===== config.mk =====
export PLATFORM = sky130hd
export DESIGN_NAME = hysteretic_turn_wheel_mixer_core
export DESIGN_NICKNAME = d
export VERILOG_FILES = /design/src/hdl/htw_pkg.sv /design/src/hdl/htw_fifo.sv /design/src/hdl/htw_front.sv /design/src/hdl/htw_back.sv /design/src/hdl/hysteretic_turn_wheel_mixer_core.sv
export VERILOG_INCLUDE_DIRS = /design/src /design/src/hdl
export SDC_FILE = /design/constraint.sdc
export NUM_CORES = 1
export LEC_CHECK = 0
export BUFFER_PORTS_ARGS = -buffer_cell sky130_fd_sc_hd__buf_2
export CAP_MARGIN = 25
export CORE_MARGIN = 2
export CORE_UTILIZATION = 52
export CTS_BUF_LIST = sky130_fd_sc_hd__clkbuf_2 sky130_fd_sc_hd__clkbuf_4 sky130_fd_sc_hd__clkbuf_8
export DETAILED_ROUTE_END_ITERATION = 12
export PLACE_DENSITY = 0.68
export SYNTH_ARGS = -nofsm -noshare
export SYNTH_HDL_FRONTEND = slang
export SYNTH_SLANG_ARGS = --single-unit

===== constraint.sdc =====
create_clock -name clk -period 13.5 [get_ports clk]
set_input_delay 1.35 -clock clk [delete_from_list [all_inputs] [get_ports clk]]
set_output_delay 1.35 -clock clk [all_outputs]
set_load 0.01 [all_outputs]

===== src/hdl/assert_macros.svh =====
`ifndef ASSERT_MACROS_SVH
`define ASSERT_MACROS_SVH

// expr must hold at every clock edge out of reset
`define ASSERT_ALWAYS(lbl, expr, msg) \
    lbl: assert property (@(posedge clk) disable iff (!rst_n) (expr)) else $error(msg);

// cons must hold at the same edge as ante
`define ASSERT_IMPL(lbl, ante, cons, msg) \
    lbl: assert property (@(posedge clk) disable iff (!rst_n) (ante) |-> (cons)) else $error(msg);

`endif


===== src/hdl/htw_pkg.sv =====
`timescale 1ns / 1ps
`default_nettype none

package htw_pkg;

    typedef enum logic [1:0] {
        MODE_STRAIGHT = 2'd0,
        MODE_SOFT     = 2'd1,
        MODE_HARD     = 2'd2
    } mode_t;

    typedef enum logic [1:0] {
        CFG_HARD_THR     = 2'd0,
        CFG_SOFT_THR     = 2'd1,
        CFG_STRAIGHT_THR = 2'd2,
        CFG_MAX_SPEED    = 2'd3
    } cfg_index_t;

    typedef enum logic [1:0] {
        B_IDLE = 2'd0,
        B_MUL  = 2'd1,
        B_DIV  = 2'd2,
        B_DONE = 2'd3
    } back_state_t;

    localparam int ThrW   = 14;
    localparam int SpeedW = 16;
    localparam int AngW   = 15;
    localparam int OutW   = 18;

    localparam logic [ThrW-1:0]   HardThrRst     = 14'd6434;
    localparam logic [ThrW-1:0]   SoftThrRst     = 14'd5004;
    localparam logic [ThrW-1:0]   StraightThrRst = 14'd715;
    localparam logic [SpeedW-1:0] MaxSpeedRst    = 16'd2560;

    typedef struct packed {
        logic [ThrW-1:0]   hard_thr;
        logic [ThrW-1:0]   soft_thr;
        logic [ThrW-1:0]   straight_thr;
        logic [SpeedW-1:0] speed_cap;
    } cfg_t;

    // classified item handed from front to back
    typedef struct packed {
        mode_t             mode;
        logic [SpeedW-1:0] base;
        logic [AngW-1:0]   mag;
        logic              pos;
    } entry_t;

endpackage

`default_nettype wire


===== src/hdl/htw_fifo.sv =====
`timescale 1ns / 1ps
`default_nettype none
`include "assert_macros.svh"

module htw_fifo (
    input  wire logic            clk,
    input  wire logic            rst_n,
    input  wire logic            wr,
    input  wire htw_pkg::entry_t wdata,
    output logic                 full,
    input  wire logic            rd,
    output htw_pkg::entry_t      rdata,
    output logic                 empty
);

    htw_pkg::entry_t mem_reg [2];
    logic            wr_ptr_reg;
    logic            wr_ptr_next;
    logic            rd_ptr_reg;
    logic            rd_ptr_next;
    logic [1:0]      count_reg;
    logic [1:0]      count_next;
    logic            do_wr;
    logic            do_rd;

    assign full  = (count_reg == 2'd2);
    assign empty = (count_reg == 2'd0);
    assign do_wr = wr && !full;
    assign do_rd = rd && !empty;
    assign rdata = mem_reg[rd_ptr_reg];

    always_comb
    begin
        wr_ptr_next = do_wr ? !wr_ptr_reg : wr_ptr_reg;
        rd_ptr_next = do_rd ? !rd_ptr_reg : rd_ptr_reg;
        count_next  = count_reg;
        if (do_wr && !do_rd)
        begin
            count_next = count_reg + 2'd1;
        end
        else if (do_rd && !do_wr)
        begin
            count_next = count_reg - 2'd1;
        end
    end

    always_ff @(posedge clk or negedge rst_n)
    begin
        if (!rst_n)
        begin
            wr_ptr_reg <= 1'b0;
            rd_ptr_reg <= 1'b0;
            count_reg  <= 2'd0;
        end
        else
        begin
            wr_ptr_reg <= wr_ptr_next;
            rd_ptr_reg <= rd_ptr_next;
            count_reg  <= count_next;
        end
    end

    always_ff @(posedge clk)
    begin
        if (do_wr)
        begin
            mem_reg[wr_ptr_reg] <= wdata;
        end
    end

    `ASSERT_IMPL(a_ptrs_track_count, count_reg == 2'd0 || count_reg == 2'd2, wr_ptr_reg == rd_ptr_reg, "fifo pointers disagree with count")

endmodule

`default_nettype wire


===== src/hdl/htw_front.sv =====
`timescale 1ns / 1ps
`default_nettype none

module htw_front (
    input  wire logic                               clk,
    input  wire logic                               rst_n,
    input  wire htw_pkg::cfg_t                      cfg,
    input  wire logic                               push,
    input  wire logic signed [htw_pkg::AngW-1:0]    heading_angle,
    input  wire logic        [htw_pkg::SpeedW-1:0]  heading_length,
    input  wire logic                               q_full,
    output logic                                    q_wr,
    output htw_pkg::entry_t                         q_data
);

    htw_pkg::mode_t            mode_reg;
    htw_pkg::mode_t            mode_next;
    htw_pkg::mode_t            m;
    logic [htw_pkg::AngW-1:0]  mag;
    logic [htw_pkg::AngW-1:0]  hard_x;
    logic [htw_pkg::AngW-1:0]  soft_x;
    logic [htw_pkg::AngW-1:0]  straight_x;
    logic [htw_pkg::SpeedW-1:0] base;

    assign q_wr       = push && !q_full;
    // -16384 negates to 0x4000, which reads correctly as unsigned
    assign mag        = heading_angle[htw_pkg::AngW-1] ? (~heading_angle + 1'b1)
                                                       : heading_angle;
    assign hard_x     = {1'b0, cfg.hard_thr};
    assign soft_x     = {1'b0, cfg.soft_thr};
    assign straight_x = {1'b0, cfg.straight_thr};
    assign base       = (heading_length < cfg.speed_cap) ? heading_length : cfg.speed_cap;

    // checks run hard -> soft -> straight, so one beat may cascade
    always_comb
    begin
        m = mode_reg;
        if (m == htw_pkg::MODE_HARD && mag <= soft_x)
        begin
            m = htw_pkg::MODE_SOFT;
        end
        if (m == htw_pkg::MODE_SOFT)
        begin
            if (mag > hard_x)
            begin
                m = htw_pkg::MODE_HARD;
            end
            else if (mag <= straight_x)
            begin
                m = htw_pkg::MODE_STRAIGHT;
            end
        end
        if (m == htw_pkg::MODE_STRAIGHT)
        begin
            if (mag > hard_x)
            begin
                m = htw_pkg::MODE_HARD;
            end
            else if (mag > straight_x)
            begin
                m = htw_pkg::MODE_SOFT;
            end
        end
        mode_next = q_wr ? m : mode_reg;
    end

    assign q_data.mode = m;
    assign q_data.base = base;
    assign q_data.mag  = mag;
    assign q_data.pos  = !heading_angle[htw_pkg::AngW-1] && (heading_angle != '0);

    always_ff @(posedge clk or negedge rst_n)
    begin
        if (!rst_n)
        begin
            mode_reg <= htw_pkg::MODE_STRAIGHT;
        end
        else
        begin
            mode_reg <= mode_next;
        end
    end

endmodule

`default_nettype wire


===== src/hdl/htw_back.sv =====
`timescale 1ns / 1ps
`default_nettype none
`include "assert_macros.svh"

module htw_back (
    input  wire logic                              clk,
    input  wire logic                              rst_n,
    input  wire htw_pkg::cfg_t                     cfg,
    input  wire logic                              q_empty,
    input  wire htw_pkg::entry_t                   q_data,
    output logic                                   q_rd,
    input  wire logic                              pop,
    output logic                                   out_valid,
    output logic signed [htw_pkg::OutW-1:0]        left_speed,
    output logic signed [htw_pkg::OutW-1:0]        right_speed,
    output logic        [1:0]                      turn_mode
);

    htw_pkg::back_state_t         state_reg;
    htw_pkg::back_state_t         state_next;
    htw_pkg::entry_t              entry_reg;
    logic [30:0]                  prod_reg;
    logic [htw_pkg::ThrW-1:0]     rem_reg;
    logic [htw_pkg::ThrW-1:0]     rem_next;
    logic [htw_pkg::SpeedW-1:0]   quot_reg;
    logic [1:0]                   step_reg;
    logic                         out_valid_reg;
    logic                         out_valid_next;
    logic signed [htw_pkg::OutW-1:0] left_reg;
    logic signed [htw_pkg::OutW-1:0] right_reg;
    logic [1:0]                   mode_out_reg;

    logic                         load;
    logic                         write_out;
    logic [htw_pkg::ThrW-1:0]     r;
    logic [htw_pkg::ThrW:0]       t;
    logic [3:0]                   dbits;
    logic [3:0]                   qbits;
    logic signed [htw_pkg::OutW-1:0] slow;
    logic signed [htw_pkg::OutW-1:0] fast;
    logic signed [htw_pkg::OutW-1:0] base_s;
    logic signed [htw_pkg::OutW-1:0] delta_s;
    logic signed [htw_pkg::OutW-1:0] max_s;

    // four restoring steps per cycle; high product half is already below the divisor
    always_comb
    begin
        r = (step_reg == 2'd0) ? prod_reg[29:16] : rem_reg;
        case (step_reg)
            2'd0:    dbits = prod_reg[15:12];
            2'd1:    dbits = prod_reg[11:8];
            2'd2:    dbits = prod_reg[7:4];
            default: dbits = prod_reg[3:0];
        endcase
        t     = '0;
        qbits = '0;
        for (int i = 3; i >= 0; i--)
        begin
            t = {r, dbits[i]};
            if (t >= {1'b0, cfg.hard_thr})
            begin
                t        = t - {1'b0, cfg.hard_thr};
                qbits[i] = 1'b1;
            end
            r = t[htw_pkg::ThrW-1:0];
        end
        rem_next = r;
    end

    always_comb
    begin
        base_s  = {2'b00, entry_reg.base};
        delta_s = {2'b00, quot_reg};
        max_s   = {2'b00, cfg.speed_cap};
        unique case (entry_reg.mode)
            htw_pkg::MODE_SOFT:
            begin
                slow = base_s - delta_s;
                fast = base_s + delta_s;
            end
            htw_pkg::MODE_HARD:
            begin
                slow = -max_s;
                fast = max_s;
            end
            default:
            begin
                slow = base_s;
                fast = base_s;
            end
        endcase
    end

    always_comb
    begin
        state_next     = state_reg;
        load           = 1'b0;
        write_out      = 1'b0;
        out_valid_next = out_valid_reg && !pop;
        unique case (state_reg)
            htw_pkg::B_IDLE:
            begin
                if (!q_empty)
                begin
                    load = 1'b1;
                    if (q_data.mode == htw_pkg::MODE_SOFT && cfg.hard_thr != '0)
                    begin
                        state_next = htw_pkg::B_MUL;
                    end
                    else
                    begin
                        state_next = htw_pkg::B_DONE;
                    end
                end
            end
            htw_pkg::B_MUL:
            begin
                state_next = htw_pkg::B_DIV;
            end
            htw_pkg::B_DIV:
            begin
                if (step_reg == 2'd3)
                begin
                    state_next = htw_pkg::B_DONE;
                end
            end
            htw_pkg::B_DONE:
            begin
                if (!out_valid_reg || pop)
                begin
                    write_out      = 1'b1;
                    out_valid_next = 1'b1;
                    state_next     = htw_pkg::B_IDLE;
                end
            end
            default:
            begin
                state_next = htw_pkg::B_IDLE;
            end
        endcase
    end

    assign q_rd        = load;
    assign out_valid   = out_valid_reg;
    assign left_speed  = left_reg;
    assign right_speed = right_reg;
    assign turn_mode   = mode_out_reg;

    always_ff @(posedge clk or negedge rst_n)
    begin
        if (!rst_n)
        begin
            state_reg     <= htw_pkg::B_IDLE;
            out_valid_reg <= 1'b0;
            step_reg      <= 2'd0;
        end
        else
        begin
            state_reg     <= state_next;
            out_valid_reg <= out_valid_next;
            step_reg      <= (state_reg == htw_pkg::B_DIV) ? step_reg + 2'd1 : 2'd0;
        end
    end

    always_ff @(posedge clk)
    begin
        if (load)
        begin
            entry_reg <= q_data;
            quot_reg  <= '0;
        end
        if (state_reg == htw_pkg::B_MUL)
        begin
            prod_reg <= entry_reg.base * entry_reg.mag;
        end
        if (state_reg == htw_pkg::B_DIV)
        begin
            rem_reg  <= rem_next;
            quot_reg <= {quot_reg[11:0], qbits};
        end
        if (write_out)
        begin
            left_reg     <= entry_reg.pos ? slow : fast;
            right_reg    <= entry_reg.pos ? fast : slow;
            mode_out_reg <= entry_reg.mode;
        end
    end

    `ASSERT_IMPL(a_rem_below_divisor, state_reg == htw_pkg::B_DIV && step_reg != 2'd0, rem_reg < cfg.hard_thr, "partial remainder not below divisor")
    `ASSERT_IMPL(a_delta_within_base, state_reg == htw_pkg::B_DONE, quot_reg <= entry_reg.base, "soft delta exceeds base speed")

endmodule

`default_nettype wire


===== src/hdl/hysteretic_turn_wheel_mixer_core.sv =====
`timescale 1ns / 1ps
`default_nettype none
// The back-end sequencer takes one beat at a time: load, multiply, division in four
// radix-16 steps, result write. Straight/hard beats skip multiply and division, and the
// result write waits until the result register is free or is popped.
// A 2-entry queue and the result register let 3 more beats enter while a result waits.
// Reset (async, active low) clears the turn mode to straight, empties the queue and
// result register, and loads the threshold and max speed registers with their defaults.

module hysteretic_turn_wheel_mixer_core (
    input  wire logic                               clk,
    input  wire logic                               rst_n,
    input  wire logic                               cfg_valid,
    output logic                                    cfg_ready,
    input  wire logic [1:0]                         cfg_index,
    input  wire logic [htw_pkg::SpeedW-1:0]         cfg_data,
    input  wire logic                               push,
    output logic                                    full,
    input  wire logic signed [htw_pkg::AngW-1:0]    heading_angle,
    input  wire logic        [htw_pkg::SpeedW-1:0]  heading_length,
    output logic                                    empty,
    input  wire logic                               pop,
    output logic signed [htw_pkg::OutW-1:0]         left_speed,
    output logic signed [htw_pkg::OutW-1:0]         right_speed,
    output logic        [1:0]                       turn_mode
);

    htw_pkg::cfg_t   cfg_reg;
    htw_pkg::cfg_t   cfg_next;
    htw_pkg::entry_t wr_data;
    htw_pkg::entry_t rd_data;
    logic            q_wr;
    logic            q_rd;
    logic            q_full;
    logic            q_empty;
    logic            out_valid;

    assign cfg_ready = 1'b1;
    assign full      = q_full;
    assign empty     = !out_valid;

    always_comb
    begin
        cfg_next = cfg_reg;
        if (cfg_valid)
        begin
            unique case (htw_pkg::cfg_index_t'(cfg_index))
                htw_pkg::CFG_HARD_THR:     cfg_next.hard_thr     = cfg_data[htw_pkg::ThrW-1:0];
                htw_pkg::CFG_SOFT_THR:     cfg_next.soft_thr     = cfg_data[htw_pkg::ThrW-1:0];
                htw_pkg::CFG_STRAIGHT_THR: cfg_next.straight_thr = cfg_data[htw_pkg::ThrW-1:0];
                htw_pkg::CFG_MAX_SPEED:    cfg_next.speed_cap    = cfg_data;
                default:                   cfg_next              = cfg_reg;
            endcase
        end
    end

    always_ff @(posedge clk or negedge rst_n)
    begin
        if (!rst_n)
        begin
            cfg_reg.hard_thr     <= htw_pkg::HardThrRst;
            cfg_reg.soft_thr     <= htw_pkg::SoftThrRst;
            cfg_reg.straight_thr <= htw_pkg::StraightThrRst;
            cfg_reg.speed_cap    <= htw_pkg::MaxSpeedRst;
        end
        else
        begin
            cfg_reg <= cfg_next;
        end
    end

    htw_front u_front (
        .clk            (clk),
        .rst_n          (rst_n),
        .cfg            (cfg_reg),
        .push           (push),
        .heading_angle  (heading_angle),
        .heading_length (heading_length),
        .q_full         (q_full),
        .q_wr           (q_wr),
        .q_data         (wr_data)
    );

    htw_fifo u_fifo (
        .clk   (clk),
        .rst_n (rst_n),
        .wr    (q_wr),
        .wdata (wr_data),
        .full  (q_full),
        .rd    (q_rd),
        .rdata (rd_data),
        .empty (q_empty)
    );

    htw_back u_back (
        .clk         (clk),
        .rst_n       (rst_n),
        .cfg         (cfg_reg),
        .q_empty     (q_empty),
        .q_data      (rd_data),
        .q_rd        (q_rd),
        .pop         (pop),
        .out_valid   (out_valid),
        .left_speed  (left_speed),
        .right_speed (right_speed),
        .turn_mode   (turn_mode)
    );

endmodule

`default_nettype wire

* Word-level counts from Yosys, hierarchy flattened
Memory sizes are Yosys's and may differ from the RTL's.
Cells that the tools add are included.
W data, S select, Z words.
** Word-level totals
- Register bits :: 201
- Bits in latches :: 0
- RAM bits :: 68
- Bits in read-only memories :: 0
- Word-level logic and storage cells :: 136
- Memories :: 1
** Operators by class
- Add/sub/neg operators :: 11
- $mul :: 1
- Divide/modulo/power cells :: 0
- $lt $le $gt $ge :: 9
- Eq/ne operators :: 18
- Shift-type cells :: 0
- Multiplexer cells :: 41
- Bitwise gates (word level) :: 1
- Reductions and logical operators :: 33
** Memories
- u_fifo.mem_reg :: depth 2, width 34, read ports 1, clocked after Yosys merged registers in 0, write ports 1, RTL line htw_fifo.sv:16 : htw_pkg::entry_t mem_reg [2];
** Operator list (number)
- $pmux W18 S2 :: 2
- $mux W14 :: 5
- $ge A15 B14 Y1 :: 4
- $sub A14 B14 Y14 :: 4
- $mux W16 :: 3
- $mux W18 :: 2
- $gt A15 B14 Y1 :: 2
- $le A15 B14 Y1 :: 2
- $mul A16 B15 Y30 :: 1
- $mux W2 :: 14
- $eq A2 B2 Y1 const B :: 9
- $neg A16 Y18 :: 1
- $add A16 B16 Y17 :: 1
- $sub A16 B16 Y17 :: 1
- $lt A16 B16 Y1 :: 1
- $add A15 B1 Y15 const B :: 1
- $mux W15 :: 1
- $not A15 Y15 :: 1
- $reduce_bool A15 Y1 :: 1
- $reduce_bool A14 Y1 :: 1
- $eq A2 B1 Y1 const B :: 6
- $mux W1 :: 12
- $pmux W4 S3 :: 1
- $logic_not A2 Y1 :: 5
- other kinds (11) :: 33

* Depth between registers and ports, before layout
Gate-level depths: netlist (run 1).
- Depth in word-level cells :: 12
- Depth in mapped cells :: 51
- Gate-level depth less buffers :: 46

* Hierarchy
From an unflattened synthesis (run 1), not the netlist that was laid out.
** Second synthesis, totals
- Cells, all modules :: 2451
- Area, all modules :: 25358.1 um2
** Modules (own cells, without submodules)
- htw_back :: instances 1, cells an instance 1927, area an instance 18228.7 um2, seq. area each 4058.9 um2
- htw_fifo :: instances 1, cells an instance 125, area an instance 2801.4 um2, seq. area each 2142.1 um2
- hysteretic_turn_wheel_mixer_core :: instances 1, cells an instance 127, area an instance 2214.6 um2, seq. area each 1475.2 um2
- htw_front :: instances 1, cells an instance 272, area an instance 2113.3 um2, seq. area each 50.0 um2

* Worst setup path before layout (run 1)
No wires, ideal clock.
- Path type :: flip-flop to flip-flop
- Start :: register u_back.step_reg[0]
- End :: register u_back.rem_reg[11] (netlist bit) (data pin)
- Setup time :: 261 ps
- Data arrival time :: 9897 ps
- Data required time :: 13239 ps
- Setup slack :: 3342 ps
- Cell stages (with the launch flop) :: 48
- Buffers on the path :: 7
- Cell sequence :: dfrtp_1 inv_1 ha_1 buf_6 clkbuf_1 mux2i_1 inv_1 ha_1 nor2b_1 o31a_1 o21ai_1 o21bai_1 nor2_1 clkbuf_1 clkbuf_1 o31ai_1 ha_1 a2111o_1 [12 not listed] o311a_1 o21ai_0 nand2_1 nand2_1 nand2_1 clkbuf_1 mux2i_1 ha_1 nor2b_1 o21a_1 o21a_1 o41a_1 a31o_2 a21o_1 a21o_1 a21o_1 xor2_1 a221o_1
** On the way
- Cells in the longest elaborated chain, start to end :: 10
- Elaborated cells between the ends (all ways) :: 17
- Those cells by class :: add/sub (4); order compare (4); eq/ne (2); mux (6); reduce/logical (1)
** RTL lines
- from (decl) :: RTL line htw_back.sv:26 : logic [1:0] step_reg;
- from (signal assigned) :: RTL line htw_back.sv:161 : step_reg <= (state_reg == htw_pkg::B_DIV) ? step_reg + 2'd1 : 2'd0;
- $eq A2 B2 Y1 (tied with other cells) :: RTL line htw_back.sv:49 : case (step_reg)
- $pmux W4 S3 / $mux W14 (equally long branches) :: RTL line htw_back.sv:49, htw_back.sv:48
- $sub A14 B14 Y14 / $ge A15 B14 Y1 (equally long branches) :: RTL line htw_back.sv:62, htw_back.sv:60
- $mux W14 :: RTL line htw_back.sv:60 : if (t >= {1'b0, cfg.hard_thr})
- $sub A14 B14 Y14 / $ge A15 B14 Y1 (equally long branches) :: RTL line htw_back.sv:62, htw_back.sv:60
- $mux W14 :: RTL line htw_back.sv:60
- $sub A14 B14 Y14 / $ge A15 B14 Y1 (equally long branches) :: RTL line htw_back.sv:62, htw_back.sv:60
- $mux W14 :: RTL line htw_back.sv:60
- $sub A14 B14 Y14 / $ge A15 B14 Y1 (equally long branches) :: RTL line htw_back.sv:62, htw_back.sv:60
- $mux W14 (*) :: RTL line htw_back.sv:60
- via u_back.t, one bit :: RTL line htw_back.sv:36 : logic [htw_pkg::ThrW:0] t;
- to (signal assigned) :: RTL line htw_back.sv:178 : rem_reg <= rem_next;
- to (decl) :: RTL line htw_back.sv:23 : logic [htw_pkg::ThrW-1:0] rem_reg;
The timed path passes the listed nets; every way through them passes the cells marked *.
A chain may end at the register's enable or synchronous reset.

* Worst setup path after layout (run 1)
- Start :: register u_back.step_reg[0]
- End :: register u_back.rem_reg[1] (netlist bit) (data pin)
** On the way
- Cells in the longest elaborated chain, start to end :: 10
- Elaborated cells between the ends (all ways) :: 17
- Those cells by class :: add/sub (4); order compare (4); eq/ne (2); mux (6); reduce/logical (1)
** RTL lines (RTL line)
- $eq A2 B2 Y1 (tied with other cells) :: htw_back.sv:49
- $pmux W4 S3 / $mux W14 (equally long branches) :: htw_back.sv:49, htw_back.sv:48
- $sub A14 B14 Y14 / $ge A15 B14 Y1 (equally long branches) :: htw_back.sv:62, htw_back.sv:60
- $mux W14 :: htw_back.sv:60
- $sub A14 B14 Y14 / $ge A15 B14 Y1 (equally long branches) :: htw_back.sv:62, htw_back.sv:60
- $mux W14 :: htw_back.sv:60
- $ge A15 B14 Y1 / $sub A14 B14 Y14 (equally long branches) :: htw_back.sv:60, htw_back.sv:62
- $mux W14 :: htw_back.sv:60
- $sub A14 B14 Y14 / $ge A15 B14 Y1 (equally long branches) :: htw_back.sv:62, htw_back.sv:60
- $mux W14 (*) :: htw_back.sv:60
- via u_back.t, one bit :: htw_back.sv:36
Marks and branches as above.

==> flow_summary.ini, run 1 <==
[timing]
tns_ns = 0
timing.final.crit_share_pct = 88.2
hold_violations = 0
finalClockSkew_ns = 0.0421
rsz0062_at_grt = false
slew_viol_final = 0
fmax_mhz = 84.0
period_minus_slack_ns = 11.90
worst_slew_pin_slew_ns = 0.958
finalSetupViolations = 0
slew_headroom_pct = 35.5

[synth]
syn_area_per_cell_um2 = 10.2
synthCells = 2410
synth-async-reset-ratio_pct = 25.7
synth_top_cell_by_area = edfxtp_1
synthFlopType = edfxtp_1
synth_top_area_share_pct = 24.2
synth_cell_types = 76
synthesis.nets = 2899
synth_area_leaders = edfxtp_1, fa_1, ha_1
syn_area_um2 = 24600
yosys_warnings = 0
ys_seq_area_share_pct = 31.3
synth_edf_count = 199
synth_seq_cells = 268

[min_path]
whs_path_depth = 1
hold_class = reg2reg
min_to = cfg_reg[41]
min_from = cfg_reg[41]

[clock_network]
clkSlewWorstSetupHoldPaths_ns = 0.06
cts-resized-gates = 0
cts_buffers = 46
clockRootBuffer = clkbuf_8
postCtsHoldBufs = 0
cts_buffer_depth = 3
clk_latency_ns = 0.64
ctsHtreeMaxLevel = 2
cts_tree = built
post-cts-setup-buffer-count = 0
clock_sinks = 268

[floorplanning]
dieArea_um2 = 49200
start_util_pct = 52.8
core_area_um2 = 46700
die_w_um = 222
io_pins = 95
die_h_um = 222
row_count = 79

[critical_path]
r2r_slack_ns = 1.60
r2r_cells = 42
cp_slowest_cell = ha_1
arrival_ns = 12.23
cp-start-kind = flop
cpPeakStageDelay_ns = 0.71
rr_startpoint = u_back.step_reg[0]
end_kind = flop
cp_max_fo = 22
path_common_cell = ha_1
rr_endpoint = u_back.rem_reg[1]
critical_path_class = reg2reg
crit_required_ns = 13.82

[routing]
avgRoutedWirePerCell_um = 20.1
first_pass_iters = 9
drt_iter0_drc = 1402
via_per_inst = 5.81
vias = 18300
ant_nets = 0
drc_errors = 12
wl_um = 63300

[cells_and_area]
layout.nets = 2989
final_cell_mix = inv_1, ha_1, nand2_1, edfxtp_1, fa_1
final_common_cell = inv_1
largest_reg_flops = 68
area_growth_syn_to_layout_pct = 8.76
drive_above_1_share_pct = 14.5

[global_routing]
track_usage_pct = 26.4
antenna_found_initial = 0
grt_pass1_wl_um = 103000
grt-ovfl-total = 0
grt_pass1_vias = 19000
grt_max_degree = 70

[placement]
io_buffers = 93
gp_congestion = 0.905
dp_hpwl_um = 48100

[job]
max_cap_viol_count = 0

[run_status]
violations = design-rule violations
outcome = finished with violations
worst max-delay path by stage:
stage,from,to,depth (start not counted)
6_report,u_back.step_reg[0],u_back.rem_reg[1],42
2_1_floorplan,u_back.step_reg[0],u_back.rem_reg[11],47
3_5_place_dp,u_back.step_reg[0],u_back.rem_reg[1],42
3_3_place_gp,u_back.step_reg[0],u_back.rem_reg[1],42
5_1_grt,u_back.step_reg[0],u_back.rem_reg[1],42
4_1_cts,u_back.step_reg[0],u_back.rem_reg[1],42
per-stage QoR:
stage	setup WS (ns)	utilization, %	area [um^2]	instances	hold slack, ns
finish	1.60	57.5	26800	3145	0.504
global route	0.625	57.5	26800	3144	0.519
floorplan	3.34	-	24600	2410	0.454
global placement	1.97	55.2	25800	3058	0.475
CTS	1.71	57.4	26800	3143	0.507
detailed placement	1.73	55.2	25800	3058	0.493
cell type report:
type	instances	area, um^2
fillers	3975	19800
multi-input cells	1756	15500
flip-flops and latches	268	7730
inverters	307	1150
well taps	607	759
clock buffers	59	749
repair buffers	121	696
clock inverters	26	264
diodes	1	2.50
worst max-delay path: cells and delay by family, from the launching register on:
| kind | cells | cell delay (ns) |
|---|---|---|
| AO/OA/AOI/OAI | 20 | 5.47 |
| multiplexers | 3 | 1.16 |
| AND/OR/NAND/NOR | 9 | 2.04 |
| buffers and inverters | 5 | 0.64 |
| flip-flops | 1 | 0.42 |
| adder cells (fa/ha/maj) | 5 | 1.87 |
layer usage:
metal	track usage [%]	part of all wire (%)
met5	0	0
met4	7.89	2.6
met3	3.58	5.8
met2	44.3	48
met1	35.9	43
cell families (layout without fill, tap and decap cells):
logic type,after synthesis,count (layout),synth area share (%)
AOI/OAI and AO/OA,427,427,11.7
other,1,2,0.0152
adders and majority gates,435,435,27.7
buffers and inverters,386,513,5.97
muxes,145,145,6.57
DFF,268,268,31.3
and+or+nand+nor,628,628,12.4
xor gates and xnor gates,120,120,4.26
Yosys cell counts (5+ instances only):
cell,number
xor2_1,19
nand2_1,237
o31ai_1,13
nand2b_1,25
nand3_1,27
nand4_1,18
nor2_1,97
o21ai_0,92
fa_1,185
nor4_1,11
a21boi_0,6
edfxtp_1,199
nor2b_1,27
or2_2,8
clkbuf_1,70
o21a_1,29
nor3_1,27
a22oi_1,7
xnor2_1,101
o211ai_1,9
or4_1,5
o31a_1,5
a21o_1,42
and3_1,9
o21bai_1,13
inv_1,305
a222oi_1,5
mux2i_1,14
or3_1,7
ha_1,250
dfstp_2,19
a21oi_1,99
and2_1,118
a221oi_1,23
dfrtp_1,50
a221o_1,19
a211oi_1,15
mux2_2,130
a31oi_1,6
Power of run 1 is left out: the tool's default activity adds up to more than one toggle a clock period on the data nets, which glitch-free logic cannot reach.
==> inputs of run 2 (changes only) <==
Settings changed: SYNTH_HIERARCHICAL set to 1.
==> run 2 against run 1 <==
The run now ends clean. Clock skew grew 0.0051 ns. Die area is 2.8% higher. Maximum frequency is 0.14% higher. Synthesized cell count grew 1.7%. Global-route usage about the same. Cell area is 1.9% higher. Non-clock buffer count down 6. First-iteration DRC count increased by 1.4%. Worst setup slack improved by 0.016 ns. Worst hold slack got worse by 0.0020 ns.
==> flow_summary.ini, run 2 <==
[run_status]
outcome = finished clean

[clock_network]
cts_buffers = 46
clock_sinks = 268
clk_latency_ns = 0.64
ctsHtreeMaxLevel = 2
clockRootBuffer = clkbuf_8
postCtsHoldBufs = 0
post-cts-setup-buffer-count = 0
clkSlewWorstSetupHoldPaths_ns = 0.06
cts_buffer_depth = 3
cts-resized-gates = 0
cts_tree = built

[synth]
syn_area_per_cell_um2 = 10.3
synth_edf_count = 199
synth_cell_types = 98
synth-async-reset-ratio_pct = 25.7
ys_seq_area_share_pct = 30.5
synth_top_cell_by_area = edfxtp_1
yosysMostFrequentCell = inv_1
synthTopCellsByCount = inv_1, ha_1, nand2_1
synth_seq_cells = 268
synth_area_leaders = edfxtp_1, fa_1, ha_1
yosys_warnings = 6
synthCells = 2451
syn_area_um2 = 25400
synthesis.nets = 2941
synthFlopType = edfxtp_1
synth_top_area_share_pct = 23.6

[critical_path]
cp_max_fo = 20
timing.critical_path.buf_inv = 1
r2r_slack_ns = 1.61
crit_required_ns = 13.87
critPathTopFamily = compound AO/OA/AOI/OAI gates
r2r_cells = 38
rr_endpoint = u_back/rem_reg[9]
arrival_ns = 12.26
rr_startpoint = u_back/step_reg[0]
cp_slowest_cell = ha_1
cp-start-kind = flop
path_common_cell = ha_1
critical_path_class = reg2reg
end_kind = flop
cpPeakStageDelay_ns = 0.76

[floorplanning]
dieArea_um2 = 50500
row_count = 80
die_h_um = 225
start_util_pct = 52.9
die_w_um = 225
core_area_um2 = 47900
io_pins = 95

[global_routing]
track_usage_pct = 26.4
grt_pass1_vias = 18900
grt_pass1_wl_um = 103000
grt-ovfl-total = 0
grt_max_degree = 70
antenna_found_initial = 1

[timing]
slew_viol_final = 0
finalSetupViolations = 0
timing.final.crit_share_pct = 88.1
rsz0062_at_grt = false
fmax_mhz = 84.1
worst_slack_ns = 1.61
finalClockSkew_ns = 0.0472
slew_headroom_pct = 27.9
worst_slew_pin_slew_ns = 1.07
hold_violations = 0
tns_ns = 0
period_minus_slack_ns = 11.89

[min_path]
min_to = cfg_reg[24]
min_from = cfg_reg[24]
whs_path_depth = 1
hold_class = reg2reg

[cells_and_area]
fill_cells = 4127
design_area_um2 = 27300
largest_reg_flops = 68
drive_above_1_share_pct = 15.6
antenna_cells = 0
final_common_cell = inv_1
final_cell_mix = inv_1, ha_1, nand2_1, edfxtp_1, fa_1
area_growth_syn_to_layout_pct = 7.69
layout.nets = 3030
seqCellArea_um2 = 7730
multi_input_area_um2 = 16000

[routing]
first_pass_iters = 5
wl_um = 64800
avgRoutedWirePerCell_um = 20.3
drc_errors = 0
ant_nets = 0
via_per_inst = 5.79
vias = 18500
drt_iter0_drc = 1422

[placement]
dp_slack_ns = 1.75
placed_area_um2 = 26400
dp_hpwl_um = 50000
io_buffers = 93
gp_congestion = 0.903

[job]
max_cap_viol_count = 0
run 2: kinds of logic after synthesis:
logic type	synth area share [%]
AO/OA/AOI/OAI	10.8
XOR/XNOR	4.11
adder cells (fa/ha/maj)	27.0
buffers and inverters	6.45
flip-flops	30.5
multiplexers	8.19
other	0.0148
AND/OR/NAND/NOR	13.0
run 2: worst reg2reg max path: cells and delay by family (launching register included):
| family | cells | cell delay, ns |
|---|---|---|
| flops | 1 | 0.43 |
| simple gates | 11 | 3.30 |
| fa+ha+maj | 5 | 2.14 |
| compound gates | 17 | 4.10 |
| buf+inv | 1 | 0.11 |
| mux | 4 | 1.59 |
run 2: worst max path at each step:
stage | end | from | cells after the start
after CTS | u_back/rem_reg[9] | u_back/step_reg[0] | 38
after global placement | u_back/rem_reg[9] | u_back/step_reg[0] | 38
after global routing | u_back/rem_reg[5] | u_back/step_reg[0] | 39
after floorplan | u_back/rem_reg[12] | u_back/step_reg[0] | 43
after detailed placement | u_back/rem_reg[9] | u_back/step_reg[0] | 39
final | u_back/rem_reg[9] | u_back/step_reg[0] | 38
run 2: cell type report:
cell class	count	share of cell area, %
multi-input combinational	1784	58.6
clock inverter	16	0.444
clock buffer	65	2.93
tap	615	2.82
inverter	325	4.47
sequential	268	28.3
timing repair buffer	115	2.43
run 2: layer usage:
metal  GRT usage, %  wire (um)  share of wire, %  up-vias
met4           7.58       1620               2.5        0
met1           37.2      29000                45     9158
met3           3.10       3930               6.1      118
met5              0          0                 0        -
met2           43.0      30200                47      565
li1               -          -                 -     8610
run 2: metrics by stage:
stage | hold WS, ns | util (%) | instances
2_1_floorplan | 0.454 | - | 2451
3_3_place_gp | 0.490 | 54.9 | 3105
3_5_place_dp | 0.493 | 55.0 | 3106
4_1_cts | 0.506 | 56.9 | 3187
5_1_grt | 0.527 | 57.0 | 3188
6_report | 0.502 | 57.0 | 3188
Power of run 2 is left out for the same reason.
